[src/rtl/core/icdf_pkg.sv]
// Package: shared types, codes and sizes of the inverse-CDF table sampler.
`timescale 1ns / 1ps
package icdf_pkg;
	localparam int NUM_SPECTRA_DEF = 4;
	localparam int POINTS_DEF      = 256;

	localparam logic [1:0] OP_CLEAR  = 2'd0;
	localparam logic [1:0] OP_APPEND = 2'd1;
	localparam logic [1:0] OP_SAMPLE = 2'd2;

	localparam logic [1:0] ST_OK    = 2'd0;
	localparam logic [1:0] ST_EMPTY = 2'd1;
	localparam logic [1:0] ST_FULL  = 2'd2;

	localparam logic [2:0] AS_LAST = 3'd0;
	localparam logic [2:0] AS_MID  = 3'd1;
	localparam logic [2:0] AS_LO   = 3'd2;
	localparam logic [2:0] AS_PREV = 3'd3;
	localparam logic [2:0] AS_NEXT = 3'd4;

	typedef struct packed {
		logic [1:0]  operation;
		logic [1:0]  spectrum;
		logic [23:0] point_energy_in;
		logic [15:0] point_density;
		logic [15:0] uniform;
	} in_t;

	typedef struct packed {
		logic [23:0] sampled_energy;
		logic [1:0]  status;
	} out_t;

	typedef struct packed {
		logic       load;
		logic [2:0] addr_sel;
		logic       wr;
		logic       clear_cnt;
		logic       latch_total;
		logic       search_init;
		logic       search_step;
		logic       latch_i;
		logic       latch_p;
		logic       div_init;
		logic       div_step;
		logic       finish;
		logic [1:0] code;
		logic       put_energy;
	} cmd_t;

	typedef struct packed {
		logic [1:0] op;
		logic       bad;
		logic       empty;
		logic       full;
		logic       total_zero;
		logic       search_done;
		logic       lo_zero;
		logic       div_done;
	} sts_t;
endpackage

[src/rtl/core/icdf_ctrl.sv]
// Controller state machine of the inverse-CDF table sampler.
`timescale 1ns / 1ps
module icdf_ctrl import icdf_pkg::*; (
	input  logic clk,
	input  logic arst_n,
	input  logic start,
	input  sts_t sts,
	output cmd_t cmd,
	output logic busy
);
	localparam logic [3:0] S_IDLE = 4'd0;
	localparam logic [3:0] S_DISP = 4'd1;
	localparam logic [3:0] S_APWR = 4'd2;
	localparam logic [3:0] S_TOT  = 4'd3;
	localparam logic [3:0] S_MUL  = 4'd4;
	localparam logic [3:0] S_SRCH = 4'd5;
	localparam logic [3:0] S_CMP  = 4'd6;
	localparam logic [3:0] S_RDI  = 4'd7;
	localparam logic [3:0] S_RDP  = 4'd8;
	localparam logic [3:0] S_LATP = 4'd9;
	localparam logic [3:0] S_DIVI = 4'd10;
	localparam logic [3:0] S_DIV  = 4'd11;
	localparam logic [3:0] S_FIN  = 4'd12;

	logic [3:0] state_q, state_d;

	assign busy = (state_q != S_IDLE);

	always_comb begin
		cmd = '0;
		cmd.addr_sel = AS_LAST;
		state_d = state_q;
		unique case (state_q)
			S_IDLE: begin
				if (start) begin
					cmd.load = 1'b1;
					state_d = S_DISP;
				end
			end
			S_DISP: begin
				unique case (sts.op)
					OP_CLEAR: begin
						cmd.clear_cnt = !sts.bad;
						cmd.finish = 1'b1;
						cmd.code = ST_OK;
						state_d = S_IDLE;
					end
					OP_APPEND: begin
						if (sts.bad || sts.full) begin
							cmd.finish = 1'b1;
							cmd.code = ST_FULL;
							state_d = S_IDLE;
						end else begin
							state_d = S_APWR;
						end
					end
					OP_SAMPLE: begin
						if (sts.bad || sts.empty) begin
							cmd.finish = 1'b1;
							cmd.code = ST_EMPTY;
							state_d = S_IDLE;
						end else begin
							state_d = S_TOT;
						end
					end
					default: begin
						cmd.finish = 1'b1;
						cmd.code = ST_OK;
						state_d = S_IDLE;
					end
				endcase
			end
			S_APWR: begin
				cmd.addr_sel = AS_NEXT;
				cmd.wr = 1'b1;
				cmd.finish = 1'b1;
				cmd.code = ST_OK;
				state_d = S_IDLE;
			end
			S_TOT: begin
				cmd.latch_total = 1'b1;
				state_d = S_MUL;
			end
			S_MUL: begin
				if (sts.total_zero) begin
					cmd.finish = 1'b1;
					cmd.code = ST_EMPTY;
					state_d = S_IDLE;
				end else begin
					cmd.search_init = 1'b1;
					state_d = S_SRCH;
				end
			end
			S_SRCH: begin
				cmd.addr_sel = AS_MID;
				state_d = sts.search_done ? S_RDI : S_CMP;
			end
			S_CMP: begin
				cmd.search_step = 1'b1;
				state_d = S_SRCH;
			end
			S_RDI: begin
				cmd.addr_sel = AS_LO;
				state_d = S_RDP;
			end
			S_RDP: begin
				cmd.addr_sel = AS_PREV;
				cmd.latch_i = 1'b1;
				state_d = sts.lo_zero ? S_DIVI : S_LATP;
			end
			S_LATP: begin
				cmd.latch_p = 1'b1;
				state_d = S_DIVI;
			end
			S_DIVI: begin
				cmd.div_init = 1'b1;
				state_d = S_DIV;
			end
			S_DIV: begin
				cmd.div_step = 1'b1;
				state_d = sts.div_done ? S_FIN : S_DIV;
			end
			S_FIN: begin
				cmd.finish = 1'b1;
				cmd.code = ST_OK;
				cmd.put_energy = 1'b1;
				state_d = S_IDLE;
			end
			default: state_d = S_IDLE;
		endcase
	end

	always_ff @(posedge clk or negedge arst_n) begin
		if (!arst_n) begin
			state_q <= S_IDLE;
		end else begin
			state_q <= state_d;
		end
	end
endmodule

[config.mk]
export PLATFORM = sky130hd
export DESIGN_NAME = icdf_ctrl
export DESIGN_NICKNAME = d
export VERILOG_FILES = /design/src/rtl/core/icdf_pkg.sv /design/src/rtl/core/icdf_ctrl.sv
export SDC_FILE = /design/constraint.sdc
export NUM_CORES = 1
export LEC_CHECK = 0
export ABC_AREA = 1
export BUFFER_PORTS_ARGS = -buffer_cell sky130_fd_sc_hd__buf_4
export CELL_PAD_IN_SITES_DETAIL_PLACEMENT = 1
export CELL_PAD_IN_SITES_GLOBAL_PLACEMENT = 1
export CORE_MARGIN = 5
export CORE_UTILIZATION = 27
export CTS_CLUSTER_DIAMETER = 50
export DETAILED_ROUTE_END_ITERATION = 10
export HOLD_SLACK_MARGIN = 0.03
export PLACE_DENSITY_LB_ADDON = 0.1
export REMOVE_ABC_BUFFERS = 1
export SETUP_SLACK_MARGIN = 0.3
export SLEW_MARGIN = 20
export SYNTH_ARGS = -nofsm -noshare
export SYNTH_HDL_FRONTEND = slang
export SYNTH_SLANG_ARGS = --single-unit
[constraint.sdc]
create_clock -name clk -period 1.4 [get_ports clk]
set_input_delay 0.28 -clock clk [delete_from_list [all_inputs] [get_ports clk]]
set_output_delay 0.28 -clock clk [all_outputs]
set_load 0.02 [all_outputs]
# After elaboration in Yosys (flattened, before gate mapping)
# Index checks and enable logic that the tools add are counted.
[totals] out_inout_bits=18 word_cells=52 reg_bits=4 input_bits=12
[classes] reduce_logical=7 eq_ne=15 mux=29
[op_table] cell="$pmux 4 s11" count=1
[op_table] cell="$eq 4x4->1 const B" count=5
[op_table] cell="$eq 4x3->1 const B" count=4
[op_table] cell="$mux 1" count=15
[op_table] cell="$mux 3" count=5
[op_table] cell="$pmux 3 s4" count=1
[op_table] cell="$pmux 3 s3" count=1
[op_table] cell="$eq 4x2->1 const B" count=2
[op_table] cell="$pmux 4 s2" count=1
[op_table] cell="$mux 2" count=3
[op_table] cell="$pmux 3 s2" count=1
[op_table] cell="$eq 4x1->1 const B" count=1
[op_table] cell="$logic_not 4->1" count=1
[op_table] cell="$mux 4" count=1
[op_table] cell="$reduce_bool 4->1" count=1
[op_table] cell="$eq 2x1->1 const B" count=1
[op_table] cell="$eq 2x2->1 const B" count=1
[op_table] cell="$logic_not 2->1" count=1
[op_table] cell="$logic_or 1x1->1" count=2
[op_table] cell="$ne 2x2->1 const B" count=1
[op_table] cell="$reduce_or 2->1" count=1
[op_table] cell="$logic_not 1->1" count=1

# Longest topological paths before layout
[logic_depth] ltp_word=4 ltp_mapped=8 mapped_depth_nobuf=8

# Worst setup path before layout
# No wires, ideal clock.
[synth_timing] kind="flip-flop to output port" startpoint="register state_q[1]" endpoint="output port cmd[3] (netlist bit)" setup_slack_ns=-0.114 arrival_ns=1.234 path_buffers=0 required_time_ns=1.120 path_stages_with_launch=6 cell_sequence="dfrtp_1 > inv_1 > nand2_1 > nor2_1 > nor2_1 > o211ai_1"
[synth_rtl] element="from (decl)" line="icdf_ctrl.sv:25" text="logic [3:0] state_q, state_d;"
[synth_rtl] element="from (signal assigned)" line="icdf_ctrl.sv:137" text="state_q <= state_d;"
[synth_rtl] element="to (decl)" line="icdf_ctrl.sv:8" text="output cmd_t cmd,"

==> impl_results.md <==
- WL per Instance: 20.2 µm
- F_max: 574 MHz
- Unrepaired setup endpoints after global routing: true
- Leakage power: 0.674 nW
- Die footprint: 2910 µm²
- Post-route clock period utilization: 124%
- Placed inst area: 871 µm²
- Power density over cell area: 2220 nW/µm²
- Worst setup slack after placement: -0.0957 ns
- Proportion of layout cells with a drive suffix above 1: 74.5%
- Iter 0 DRT Violations: 14
- Width of the die: 54.0 µm
- Yosys cell types: 20
- Antenna Diode Count: 0
- Failing checks: setup timing
- Worst clock skew: 0.00278 ns
- Total wirelength of the detailed-routed design: 3480 µm
- DR vias/cell: 4.98
- Most instantiated flip-flop cell in the synthesis netlist: dfrtp_1
- Classification of the worst setup path: register to output pin
- Cell area after technology mapping: 522 µm²
- Area growth from synthesis to layout: 145%
- Number of enable flip-flop cells after synthesis: 0
- Area occupied by multi-input gates: 507 µm²
- Via Count: 857
- Register with the highest flop count: state_q
- Cell count after synthesis: 85
- Top area cells in the synthesized netlist: dfrtp_1 19%, nand2_1 13%, inv_1 9.4%
- Post-synth top area cell: dfrtp_1
- Max-capacitance violation count: 0
- First-pass GRT wire length: 3770 µm
- Result of the run: complete, but fails checks
- Flip-flop count of the largest register, all copies and words added: 4
- CTS Buf Count: 3
- Worst-case clock buffer depth: 2
- Post-route design area: 1280 µm²
- Routability-driven placement congestion ratio: 0.835
- Tightest hold margin: 0.275 ns
- Max-slew violations: 0
- Placement row count: 16
- Overflow left after global routing: 0
- Largest net degree at the start of global routing: 6
- Global-route total usage across every layer: 18.6%
- DRC violation count after routing: 0
- Critical path required time: 1.12 ns
- Clock root buffer master: clkbuf_4
- Startpoint type of the worst setup path: register
- Transition time at the pin with the least slew margin: 0.343 ns
- Registers with the most flip-flops: state_q (4)
- Average cell area after synthesis: 6.14 µm²
- Number of detailed-route iterations in the first pass: 4
- Number of antenna violations at the first check in global routing: 0
- Final period demand of the worst path: 1.74 ns
- Final antenna-violating net count: 0
- Proportion of register bits with asynchronous set or reset after synthesis: 100%
- Flip-flop and latch count after synthesis: 4
- IR drop worst, VDD: 1970 µV
- Max-slew headroom: 76.9%
- Number of H-tree levels: 1
- Layout fillers: 220
- Critical path fanouts, max: 5
- Top Ports: 30
- Core region area: 1900 µm²
- NumNets Final: 162
- CP endpoint kind: output pin
- Sequential cell area: 104 µm²
- Post-route worst setup slack: -0.343 ns
- TritonCTS clock tree: built
- Portion of synthesized cell area occupied by the leading cell type: 19.2%
- Share of synthesized area occupied by flip-flops and latches: 19.2%
- Number of sinks on the clock net: 4
- Post-DP HPWL: 1650 µm
- Count of final hold-check violations: 0
- CP arrival: 1.46 ns
- Die height: 54.0 µm
- Yosys Warn Count: 0
- Starting density of the core: 27.4%
- Number of input and output port buffers inserted: 29
- Worst-Skew Late Latency: 0.26 ns
- Clock slew at reported path FFs: 0.04 ns
- Final setup viols: 20
- Setup slack, reg-to-reg: -0.15 ns
- Hold WC Path Type: input port to register
- Total design power: 0.00283 W
- Via count of the first global-routing pass: 801
==> routing by layer <==
metal	wire length [µm]	part of all wire (%)	track usage (%)	vias up
met5	0	0	0	-
met2	1830	53	36.1	46
met4	164	4.7	6.38	0
met1	1270	37	19.8	413
li1	-	-	-	382
met3	212	6.1	2.77	16
==> final timing paths <==
check	to	cells past startpoint	start
worst max-delay path	cmd[3]	6	state_q[2]
worst max register to register	state_q[0]	10	state_q[1]
worst min-delay path	state_q[2]	3	sts[0]
max in group asynchronous	state_q[0]	2	arst_n
worst min register to register	state_q[2]	3	state_q[3]
min in group asynchronous	state_q[2]	2	arst_n
==> critical path, stage by stage, from the launching register on <==
cell	delay [ns]
dfrtp_1	0.43
nor2_4	0.18
inv_2	0.08
nor2_4	0.15
nand2_1	0.10
o211ai_1	0.09
buf_4	0.17
==> power by group <==
group	internal (W)	leakage, nW	switching, W
clock	0.0000973	0.0138	0.0000680
combinational	0.00105	0.611	0.00133
sequential	0.000178	0.0491	0.000118
total	0.00132	0.674	0.00151
==> cell families after synthesis <==
kind of cell | synth area share, %
flip-flops | 19.2
AO/OA/AOI/OAI | 8.16
adder cells (fa/ha/maj) | 7.20
buffers and inverters | 13.7
AND/OR/NAND/NOR | 51.8
==> through the flow <==
| stage | cells | utilization (%) | setup TNS [ns] |
|---|---|---|---|
| floorplan | 85 | - | -0.375 |
| detailed placement | 154 | 45.8 | -0.221 |
| global placement | 154 | 45.8 | -0.104 |
| global route | 172 | 67.2 | -5.41 |
| CTS | 165 | 58.6 | -2.88 |
| finish | 172 | 67.2 | -4.28 |
==> placed cells by master (no fill, tap or decap), drive strengths merged <==
master,netlist,layout
nor2,22,22
o22ai,1,1
nor3,1,1
nand4,2,2
a21oi,2,2
dlygate4sd3,0,1
o21ai,2,2
ha,3,3
inv,19,19
buf,0,56
clkbuf,0,3
o211ai,1,1
dfrtp,4,4
or2,1,1
o2111ai,1,1
nand2,21,21
nand3,5,5
==> area by class of cell <==
| class | count | area share [%] |
|---|---|---|
| clock buffer | 3 | 1.76 |
| timing repair buffer | 57 | 41.7 |
| tap | 27 | 2.64 |
| sequential | 4 | 8.12 |
| inverter | 19 | 6.16 |
| multi-input combinational | 62 | 39.6 |
==> synthesized netlist by cell type (2+ instances only) <==
| master | n |
|---|---|
| dfrtp_1 | 4 |
| inv_1 | 13 |
| nor2_1 | 13 |
| inv_2 | 6 |
| a21oi_1 | 2 |
| nor2_4 | 3 |
| nand3_1 | 4 |
| nand4_1 | 2 |
| ha_1 | 3 |
| nor2_2 | 6 |
| o21ai_0 | 2 |
| nand2_1 | 18 |
| nand2_2 | 2 |
==> what timing repair did <==
action	4_1_cts	5_1_grt
hold endpoints to repair	4	0
resized for setup	38	34
buffers inserted	7	7
pin swaps	8	11
endpoints found under the setup margin	21	22
hold buffers	1	0
Note: power is estimated with default switching activity, not from simulation.
